## config.mk

```make
export PLATFORM = sky130hd
export DESIGN_NAME = lbd_ctrl
export DESIGN_NICKNAME = d
export VERILOG_FILES = /design/src/rtl/core/lbd_pkg.sv /design/src/rtl/core/lbd_ctrl.sv
export SDC_FILE = /design/constraint.sdc
export NUM_CORES = 1
export LEC_CHECK = 0
export BUFFER_PORTS_ARGS = -buffer_cell sky130_fd_sc_hd__buf_2
export CORE_AREA = 2 2 39 41
export DETAILED_ROUTE_END_ITERATION = 8
export DIE_AREA = 0 0 41 43
export GPL_TIMING_DRIVEN = 0
export PLACE_DENSITY_LB_ADDON = 0.15
export SETUP_SLACK_MARGIN = 0.15
export SLEW_MARGIN = 10
export SYNTH_ARGS = -nofsm -noshare
export SYNTH_HDL_FRONTEND = slang
export SYNTH_SLANG_ARGS = --single-unit
```

## constraint.sdc

```tcl
create_clock -name i_clk -period 2.5 [get_ports i_clk]
set_input_delay 0.5 -clock i_clk [delete_from_list [all_inputs] [get_ports i_clk]]
set_output_delay 0.5 -clock i_clk [all_outputs]
set_load 0.05 [all_outputs]
```

## src/rtl/core/lbd_pkg.sv

```systemverilog
// ----------------------------------------------------------------------------
// lbd_pkg
// Shared types, constants and helpers for the label border detector.
// ----------------------------------------------------------------------------
package lbd_pkg;

    // Storage geometry
    localparam int MAX_ROWS    = 64;
    localparam int MAX_COLUMNS = 64;
    localparam int MAP_DEPTH   = MAX_ROWS * MAX_COLUMNS;
    localparam int ADDR_W      = $clog2(MAP_DEPTH);

    // Field widths
    localparam int ROW_W      = 6;
    localparam int COL_W      = 6;
    localparam int LIM_W      = 7;
    localparam int RANGE_W    = 6;
    localparam int CFG_IDX_W  = 2;
    localparam int CFG_DATA_W = 7;

    // Item commands
    localparam logic CMD_WRITE = 1'b0;
    localparam logic CMD_QUERY = 1'b1;

    // Configuration register indexes
    localparam logic [CFG_IDX_W-1:0] CFG_GRID_ROWS    = 2'd0;
    localparam logic [CFG_IDX_W-1:0] CFG_GRID_COLUMNS = 2'd1;
    localparam logic [CFG_IDX_W-1:0] CFG_BORDER_RANGE = 2'd2;

    // Configuration reset values
    localparam logic [LIM_W-1:0]   RST_GRID_ROWS    = 7'd64;
    localparam logic [LIM_W-1:0]   RST_GRID_COLUMNS = 7'd64;
    localparam logic [RANGE_W-1:0] RST_BORDER_RANGE = 6'd2;

    // Scan directions, in scan order
    localparam logic [1:0] DIR_LEFT  = 2'd0;
    localparam logic [1:0] DIR_RIGHT = 2'd1;
    localparam logic [1:0] DIR_UP    = 2'd2;
    localparam logic [1:0] DIR_DOWN  = 2'd3;

    // Input transaction payload
    typedef struct packed {
        logic             cmd;
        logic [ROW_W-1:0] cell_row;
        logic [COL_W-1:0] cell_column;
        logic             label_value;
    } t_lbd_in;

    // Result transaction payload
    typedef struct packed {
        logic             is_border;
        logic [ROW_W-1:0] queried_row;
        logic [COL_W-1:0] queried_column;
    } t_lbd_out;

    // Controller to datapath commands
    typedef struct packed {
        logic map_wr;    // store the accepted label
        logic load;      // capture the accepted query
        logic own_rd;    // read the queried cell
        logic own_cap;   // capture own label, arm the scan
        logic scan;      // one scan step
        logic out_load;  // load the result register
    } t_lbd_cmd;

    // Datapath to controller status
    typedef struct packed {
        logic in_grid;   // incoming query lies inside the grid in use
        logic done;      // scan finished or a differing label found
    } t_lbd_sts;

    // Map address: row * MAX_COLUMNS + column
    function automatic logic [ADDR_W-1:0] map_addr(input logic [ROW_W-1:0] row,
                                                   input logic [COL_W-1:0] col);
        map_addr = ADDR_W'(ADDR_W'(row) * ADDR_W'(MAX_COLUMNS)) + ADDR_W'(col);
    endfunction

endpackage

```

## src/rtl/core/lbd_ctrl.sv

```systemverilog
// ----------------------------------------------------------------------------
// lbd_ctrl
// Sequencer for the label border detector: takes transactions, steps the
// neighbour scan and hands results to the output register.
// ----------------------------------------------------------------------------
module lbd_ctrl
    import lbd_pkg::*;
(
    input  logic     i_clk,
    input  logic     i_rst_n,
    input  logic     i_in_valid,
    input  logic     i_in_cmd,
    input  logic     i_out_stall,
    input  t_lbd_sts i_sts,
    output t_lbd_cmd o_cmd,
    output logic     o_in_stall,
    output logic     o_out_valid
);

    localparam logic [2:0] S_IDLE = 3'd0;
    localparam logic [2:0] S_OWN  = 3'd1;
    localparam logic [2:0] S_CAP  = 3'd2;
    localparam logic [2:0] S_SCAN = 3'd3;
    localparam logic [2:0] S_FIN  = 3'd4;

    logic [2:0] r_state, n_state;
    logic       r_out_valid, n_out_valid;
    logic       in_acc;
    t_lbd_cmd   cmd;

    assign in_acc = i_in_valid && (r_state == S_IDLE);

    // Next state and commands
    always_comb begin
        n_state = r_state;
        cmd     = '0;
        unique case (r_state)
            S_IDLE: begin
                if (in_acc) begin
                    if (i_in_cmd == CMD_QUERY) begin
                        cmd.load = 1'b1;
                        n_state  = i_sts.in_grid ? S_OWN : S_FIN;
                    end else begin
                        cmd.map_wr = 1'b1;
                    end
                end
            end
            S_OWN: begin
                cmd.own_rd = 1'b1;
                n_state    = S_CAP;
            end
            S_CAP: begin
                cmd.own_cap = 1'b1;
                n_state     = S_SCAN;
            end
            S_SCAN: begin
                cmd.scan = 1'b1;
                if (i_sts.done) begin
                    n_state = S_FIN;
                end
            end
            S_FIN: begin
                if (!r_out_valid || !i_out_stall) begin
                    cmd.out_load = 1'b1;
                    n_state      = S_IDLE;
                end
            end
            default: begin
                n_state = S_IDLE;
            end
        endcase
    end

    // Output valid: set on load, cleared once taken
    always_comb begin
        n_out_valid = r_out_valid;
        if (cmd.out_load) begin
            n_out_valid = 1'b1;
        end else if (!i_out_stall) begin
            n_out_valid = 1'b0;
        end
    end

    always_ff @(posedge i_clk) begin
        if (!i_rst_n) begin
            r_state     <= S_IDLE;
            r_out_valid <= 1'b0;
        end else begin
            r_state     <= n_state;
            r_out_valid <= n_out_valid;
        end
    end

    assign o_cmd       = cmd;
    assign o_in_stall  = (r_state != S_IDLE);
    assign o_out_valid = r_out_valid;

    // Checks
    a_load_free: assert property (@(posedge i_clk) disable iff (!i_rst_n)
        cmd.out_load |-> (!r_out_valid || !i_out_stall))
        else $error("result loaded over an untaken result");

    a_query_seq: assert property (@(posedge i_clk) disable iff (!i_rst_n)
        (in_acc && i_in_cmd == CMD_QUERY && i_sts.in_grid) |=> (r_state == S_OWN))
        else $error("in-grid query did not start the own-cell read");

    a_valid_src: assert property (@(posedge i_clk) disable iff (!i_rst_n)
        $rose(r_out_valid) |-> ($past(r_state) == S_FIN))
        else $error("result raised outside the finish state");

endmodule

```

# Word-level counts from Yosys, hierarchy flattened
# Index checks and enable logic that the tools add are counted.
dict set report word_totals {
  word_cells 35
  in_bits 7
  output_inout_bits 8
  regBits 4
}
dict set report classes {
  n_eq_ne 9
  mux 17
  reduce_logical 7
}
# cell count
set ops {}
lappend ops {{$mux W3} 5}
lappend ops {{$pmux W3 S5} 1}
lappend ops {{$mux W1} 9}
lappend ops {{$ne A2 B2 Y1 const B} 4}
lappend ops {{$eq A3 B2 Y1 const B} 2}
lappend ops {{$mux W2} 2}
lappend ops {{$reduce_and A4 Y1} 1}
lappend ops {{$eq A3 B1 Y1 const B} 1}
lappend ops {{$eq A3 B3 Y1 const B} 1}
lappend ops {{$logic_not A3 Y1} 1}
lappend ops {{$reduce_bool A3 Y1} 1}
lappend ops {{$logic_not A1 Y1} 2}
lappend ops {{$ne A2 B1 Y1 const B} 1}
lappend ops {{$logic_and A1 B1 Y1} 1}
lappend ops {{$logic_or A1 B1 Y1} 1}

# Longest topological paths before layout
# Gate-level depths: netlist of the first run.
dict set report depth {
  depth_word 5
  mapped_depth 4
  depth_no_buf 3
}

# Worst setup path after synthesis of the first run
# No wires, ideal clock.
dict set report synth_path {
  path_type {reg2out}
  from {register r_state[0]}
  to {output o_cmd[3] in the netlist's numbering}
  arrival_ns 1.667
  path_slack_ns 0.333
  stages_incl_launch_ff 3
  t_required_ns 2.000
  n_path_buf 1
  path_cell_list {dfxtp_1 buf_2 nor3b_1}
}
# element line
set synth_rtl {}
lappend synth_rtl {{start, declared} lbd_ctrl.sv:26} ;# logic [2:0] r_state, n_state;
lappend synth_rtl {{start signal, assigned} lbd_ctrl.sv:89} ;# r_state <= n_state;
lappend synth_rtl {{end, declared} lbd_ctrl.sv:15} ;# output t_lbd_cmd o_cmd,

==> impl_metrics.tcl, run 1 <==
set metrics [dict create \
    critPathRequiredTime_ns 2.00 \
    diodes 0 \
    dp.final_hpwl_um 548.5 \
    slew_headroom_pct 80.76 \
    synth_top_family_by_area "compound AO/OA/AOI/OAI gates" \
    ff_latch_area_um2 80.08 \
    p_per_area_mw_per_mm2 663.0 \
    vias 320 \
    p_total_mw 0.2721 \
    endpoint_kind "output port" \
    fin_ws_ns 0.4410 \
    rsz0062_at_grt "no" \
    ys.warnings.count 0 \
    hold_viol 0 \
    whs_ns 0.4744 \
    grt_max_degree 11 \
    grt_pass1_wl_um 1090 \
    yosysSeqAreaShare_pct 26.89 \
    path_class "flop to output port" \
    syn_area_um2 297.8 \
    worstHoldPathType "input pin to flop" \
    synth_fa_ha_area_share_pct 0 \
    tritoncts "done" \
    yosys-mux-area-fraction_pct 0 \
    synth_nets 43 \
    core_area_mm2 0.001384 \
    grt_pass1_vias 264 \
    multi_input_area_um2 185.2 \
    root_buffer "clkbuf_4" \
    post_cts_buffers 0 \
    start_util_pct 21.52 \
    path_max_fanout 10 \
    cts.sinks 4 \
    ctsResizeCount 0 \
    drive_gt1_share_pct 47.17 \
    instances_no_fill 69 \
    syn_inst 36 \
    routed_wl_um 718 \
    clk_path_buf_depth 2 \
    ir_drop_uv 223.8 \
    finalClockSkew_ns 0.004506 \
    die_h_um 43 \
    hold_buffers 0 \
    numPortBuffers 14 \
    fin_crit_sh_pct 82.36 \
    htreeDepth 1 \
    synth-xor-area-share_pct 0 \
    finalMaxSlewViolations 0 \
    synth_compound_area_share_pct 31.51 \
    via_per_inst 4.638 \
    fmax_mhz 485.7 \
    dpl.cell_count 66 \
    clk_latency_ns 0.23 \
    cts_buffers 3 \
    setup_tns_ns 0 \
    synth_simple_gate_area_share_pct 30.67 \
    setup_viol 0 \
    wl_per_cell_um 10.41 \
    run_status "completed" \
    startpoint_type "flop" \
    tightest_slew_ns 0.2864 \
    p_leak_nw 0.2294 \
    pre_cts_slack_ns 0.6827 \
    drc_errors 0 \
    place.gp.congestion 0.6622 \
    clkTransAtPathRegs_ns 0.03 \
    ys_ff_latch 4 \
    die_w_um 41 \
    ant_nets 0 \
    cp.arrival_ns 1.56 \
    drt_iter0_markers 3 \
    rows 14 \
    io_pins 15 \
    dr.pass1.iters 2 \
    nets 62 \
    dieArea_mm2 0.001763 \
    yosysUniqueCellTypes 26 \
    grt_usage_pct 9.729 \
    syn_to_final_growth_pct 37.82 \
    min_period_ns 2.059 \
    drv_cap 0 \
    fillers 158 \
    antenna_found_initial 0 \
    avgSynthCellArea_um2 8.272 \
    grt_remaining_overflow 0 \
]
worst paths after layout:
kind / from / end / slack, ns / cells past startpoint
setup / recovery: r_state[2]$_SDFFE_PN0P_ / o_cmd[0] / 0.44 / 5
hold / removal: i_sts[0] / r_state[1]$_SDFFE_PN0P_ / 0.47 / 2
setup reg to reg: r_state[2]$_SDFFE_PN0P_ / r_state[0]$_SDFFE_PN0P_ / 1.21 / 4
hold reg to reg: o_out_valid$_SDFFE_PN0P_ / o_out_valid$_SDFFE_PN0P_ / 0.53 / 2
cell type report:
| type | instances | share of cell area (%) |
|---|---|---|
| Timing Repair Buffer | 14 | 17.07 |
| Multi-Input combinational cell | 27 | 45.12 |
| Sequential cell | 4 | 19.51 |
| Inverter | 1 | 0.9146 |
| Clock buffer | 3 | 5.488 |
| Buffer | 4 | 7.012 |
| Tap cell | 16 | 4.878 |
state kept, by name, indices dropped and copies added (netlist names):
signal	cells
r_state	3
o_out_valid	1
logic make-up (layout without fill, tap and decap cells):
| group | count (synthesis) | in the layout |
|---|---|---|
| and+or+nand+nor | 15 | 15 |
| AOI/OAI and AO/OA | 12 | 12 |
| buffers and inverters | 5 | 22 |
| DFF | 4 | 4 |
report_power, final:
| group | internal, mW | total [mW] | switching [mW] |
|---|---|---|---|
| Clock | 0.0536 | 0.0784 | 0.0249 |
| Sequential | 0.0698 | 0.0736 | 0.00379 |
| Combinational | 0.0422 | 0.120 | 0.0779 |
layout by cell type, fill, tap and decap left out, drive strengths merged:
master,Yosys,layout
a2111o,1,1
a211o,1,1
a21boi,1,1
a21o,1,1
a21oi,3,3
a31oi,1,1
and2,1,1
and2b,1,1
and3,1,1
and3b,1,1
buf,4,18
clkbuf,0,3
dfxtp,4,4
inv,1,1
nand2,3,3
nand3b,1,1
nor2,3,3
nor3,1,1
nor3b,1,1
o211a,1,1
o21ai,1,1
o221a,1,1
o311a,1,1
or3,1,1
or3b,1,1
worst max-delay path: stages, from the launching register on:
cell     delay, ns
dfxtp_1       0.31
buf_6         0.13
or3b_4        0.40
a21oi_1       0.13
buf_4         0.12
buf_2         0.24
cells in the mapped netlist, drive strengths merged:
cell type	number	area [um^2]
or3b	1	11.26
a2111o	1	11.26
or3	1	6.260
a21oi	3	15.01
nor3	1	5.000
and3b	1	10.01
nor3b	1	7.510
buf	4	28.78
a21boi	1	7.510
o311a	1	10.01
a31oi	1	6.260
inv	1	3.750
o21ai	1	5.000
and2	1	6.260
and2b	1	8.760
o221a	1	11.26
o211a	1	10.01
nor2	3	11.26
dfxtp	4	80.08
a211o	1	8.760
a21o	1	8.760
nand3b	1	7.510
nand2	3	11.26
and3	1	6.260
per-stage QoR:
stage	utilization, %	cell area [um^2]
after floorplan	-	297.8
after global placement	28.03	387.9
after detailed placement	28.03	387.9
after CTS	29.66	410.4
after global routing	29.66	410.4
final	29.66	410.4
layer usage:
layer  share of wire, %  vias up  GRT usage [%]
met2                 46       13          11.88
met4                  0        0          4.000
li1                   -      167              -
met1                 45      140          12.18
met3                9.3        0          7.853
met5                  0        -              0
Power figures use the tool's default switching activity.
==> run 2: changes to the inputs <==
==> constraint.sdc (replaced) <==
create_clock -name i_clk -period 1.7 [get_ports i_clk]
set_input_delay 0.34 -clock i_clk [delete_from_list [all_inputs] [get_ports i_clk]]
set_output_delay 0.34 -clock i_clk [all_outputs]
set_load 0.05 [all_outputs]
==> impl_metrics.tcl, run 2 (synthesized netlist as in run 1, its figures left out) <==
set metrics [dict create \
    numPortBuffers 14 \
    p_sw_mw 0.1744 \
    rows 14 \
    fillers 151 \
    io_pins 15 \
    place.gp.congestion 0.7417 \
    dp.final_hpwl_um 535.5 \
    vias 348 \
    rsz0062_at_grt "yes" \
    path_max_fanout 3 \
    largest_reg_flops 3 \
    finalClockSkew_ns 0.006237 \
    top_register "r_state" \
    drc_errors 0 \
    clkTransAtPathRegs_ns 0.04 \
    antenna_found_initial 0 \
    die_h_um 43 \
    nets 64 \
    slew_headroom_pct 83.69 \
    start_util_pct 21.52 \
    clockPowerShare_pct 26.8 \
    fin_ws_ns -0.02810 \
    wl_per_cell_um 11.20 \
    core_area_mm2 0.001384 \
    p_per_area_mw_per_mm2 887.5 \
    routed_wl_um 795 \
    grt_remaining_overflow 0 \
    drive_gt1_share_pct 61.82 \
    power.share.switching_pct 38.58 \
    finalMaxSlewViolations 0 \
    seqPwrFrac_pct 24.1 \
    tritoncts "done" \
    drt_iter0_markers 1 \
    grt_pass1_vias 263 \
    ir_drop_uv 291.0 \
    via_per_inst 4.901 \
    grt_max_degree 11 \
    path_class "flop to output port" \
    violations "setup timing" \
    dr.pass1.iters 4 \
    p_total_mw 0.4520 \
    ant_nets 0 \
    min_period_ns 1.728 \
    fin_crit_sh_pct 101.7 \
    worstHoldPathType "input pin to flop" \
    endpoint_kind "output port" \
    whs_ns 0.3144 \
    p_leak_nw 0.2566 \
    fmax_mhz 578.7 \
    critPathRequiredTime_ns 1.36 \
    hold_buffers 0 \
    htreeDepth 1 \
    tightest_slew_ns 0.2464 \
    layout.cells.most_common "buf_2" \
    clk_path_buf_depth 2 \
    grt_usage_pct 9.940 \
    grt_pass1_wl_um 1131 \
    syn_to_final_growth_pct 71.01 \
    startpoint_type "flop" \
    run_status "complete, but fails checks" \
    final_cell_mix "buf_2, buf_4, buf_6, clkbuf_4" \
    diodes 0 \
    clk_latency_ns 0.24 \
    cts_buffers 3 \
    intPower_mw 0.2776 \
    die_w_um 41 \
    cts.sinks 4 \
    drv_cap 0 \
    comb_power_share_pct 49.2 \
    cp.arrival_ns 1.39 \
    setup_tns_ns -0.02810 \
    setup_viol 1 \
    root_buffer "clkbuf_4" \
    dieArea_mm2 0.001763 \
    hold_viol 0 \
]
-- run 2: cell count changes in the layout (fill, tap and decap cells not counted), moves of 2 or more --
| cell | before | now |
|---|---|---|
| buf_4 | 1 | 5 |
| buf_8 | 0 | 3 |
| nor2_1 | 3 | 1 |
| buf_2 | 16 | 7 |
| buf_6 | 1 | 4 |
-- run 2: cell type report --
type | instances | area, um^2 | area share [%]
inverter | 1 | 3.754 | 0.7371
timing repair buffer | 16 | 136.4 | 26.78
tap | 16 | 20.02 | 3.931
sequential | 4 | 81.33 | 15.97
multi-input combinational | 27 | 211.5 | 41.52
clock buffer | 3 | 22.52 | 4.423
buffer | 4 | 33.78 | 6.634
-- run 2: worst paths after layout --
| kind | startpoint | cells past startpoint | slack, ns | endpoint |
|---|---|---|---|---|
| worst min-delay path | i_sts[0] | 2 | 0.31 | r_state[1]$_SDFFE_PN0P_ |
| worst min register to register | o_out_valid$_SDFFE_PN0P_ | 2 | 0.55 | o_out_valid$_SDFFE_PN0P_ |
| worst max register to register | r_state[2]$_SDFFE_PN0P_ | 5 | 0.32 | r_state[0]$_SDFFE_PN0P_ |
| worst max-delay path | r_state[2]$_SDFFE_PN0P_ | 5 | -0.03 | o_cmd[0] |
-- run 2: power by group through the flow --
stage	Clock (mW)	Sequential (mW)	Combinational, mW
floorplan	0	0.113	0.137
global placement	0	0.110	0.180
detailed placement	0	0.110	0.179
CTS	0.126	0.109	0.202
global route	0.134	0.110	0.236
finish	0.121	0.109	0.222
-- run 2: metal layers --
metal / share of wire [%] / up-vias / global-route usage [%]
li1: - / 173 / -
met1: 43 / 158 / 12.86
met2: 50 / 17 / 12.81
met3: 6.5 / 0 / 3.141
met4: 0 / 0 / 8.000
met5: 0 / - / 0
-- run 2: through the flow --
| step | utilization (%) | instances | area, um^2 | setup WS (ns) |
|---|---|---|---|---|
| 6_report | 36.80 | 71 | 509.2 | -0.02810 |
| 5_1_grt | 36.80 | 71 | 509.2 | -0.06317 |
| 4_1_cts | 34.18 | 71 | 473.0 | -0.03875 |
| 3_5_place_dp | 28.57 | 66 | 395.4 | 0.03200 |
| 3_3_place_gp | 28.57 | 66 | 395.4 | 0.04355 |
| 2_1_floorplan | - | 36 | 305.3 | 0.1531 |
-- run 2: repair_timing --
action | in CTS | in global routing
setup endpoints to repair | 7 | 7
buffers inserted | 2 | 0
pin swaps | 1 | 2
gates resized for setup | 14 | 11
-- run 2: critical path: stages, from the launching register on --
cell and delay (ns):
dfxtp_2 0.31, buf_6 0.10, or3b_4 0.38, a21oi_2 0.11, buf_4 0.12, buf_8 0.13
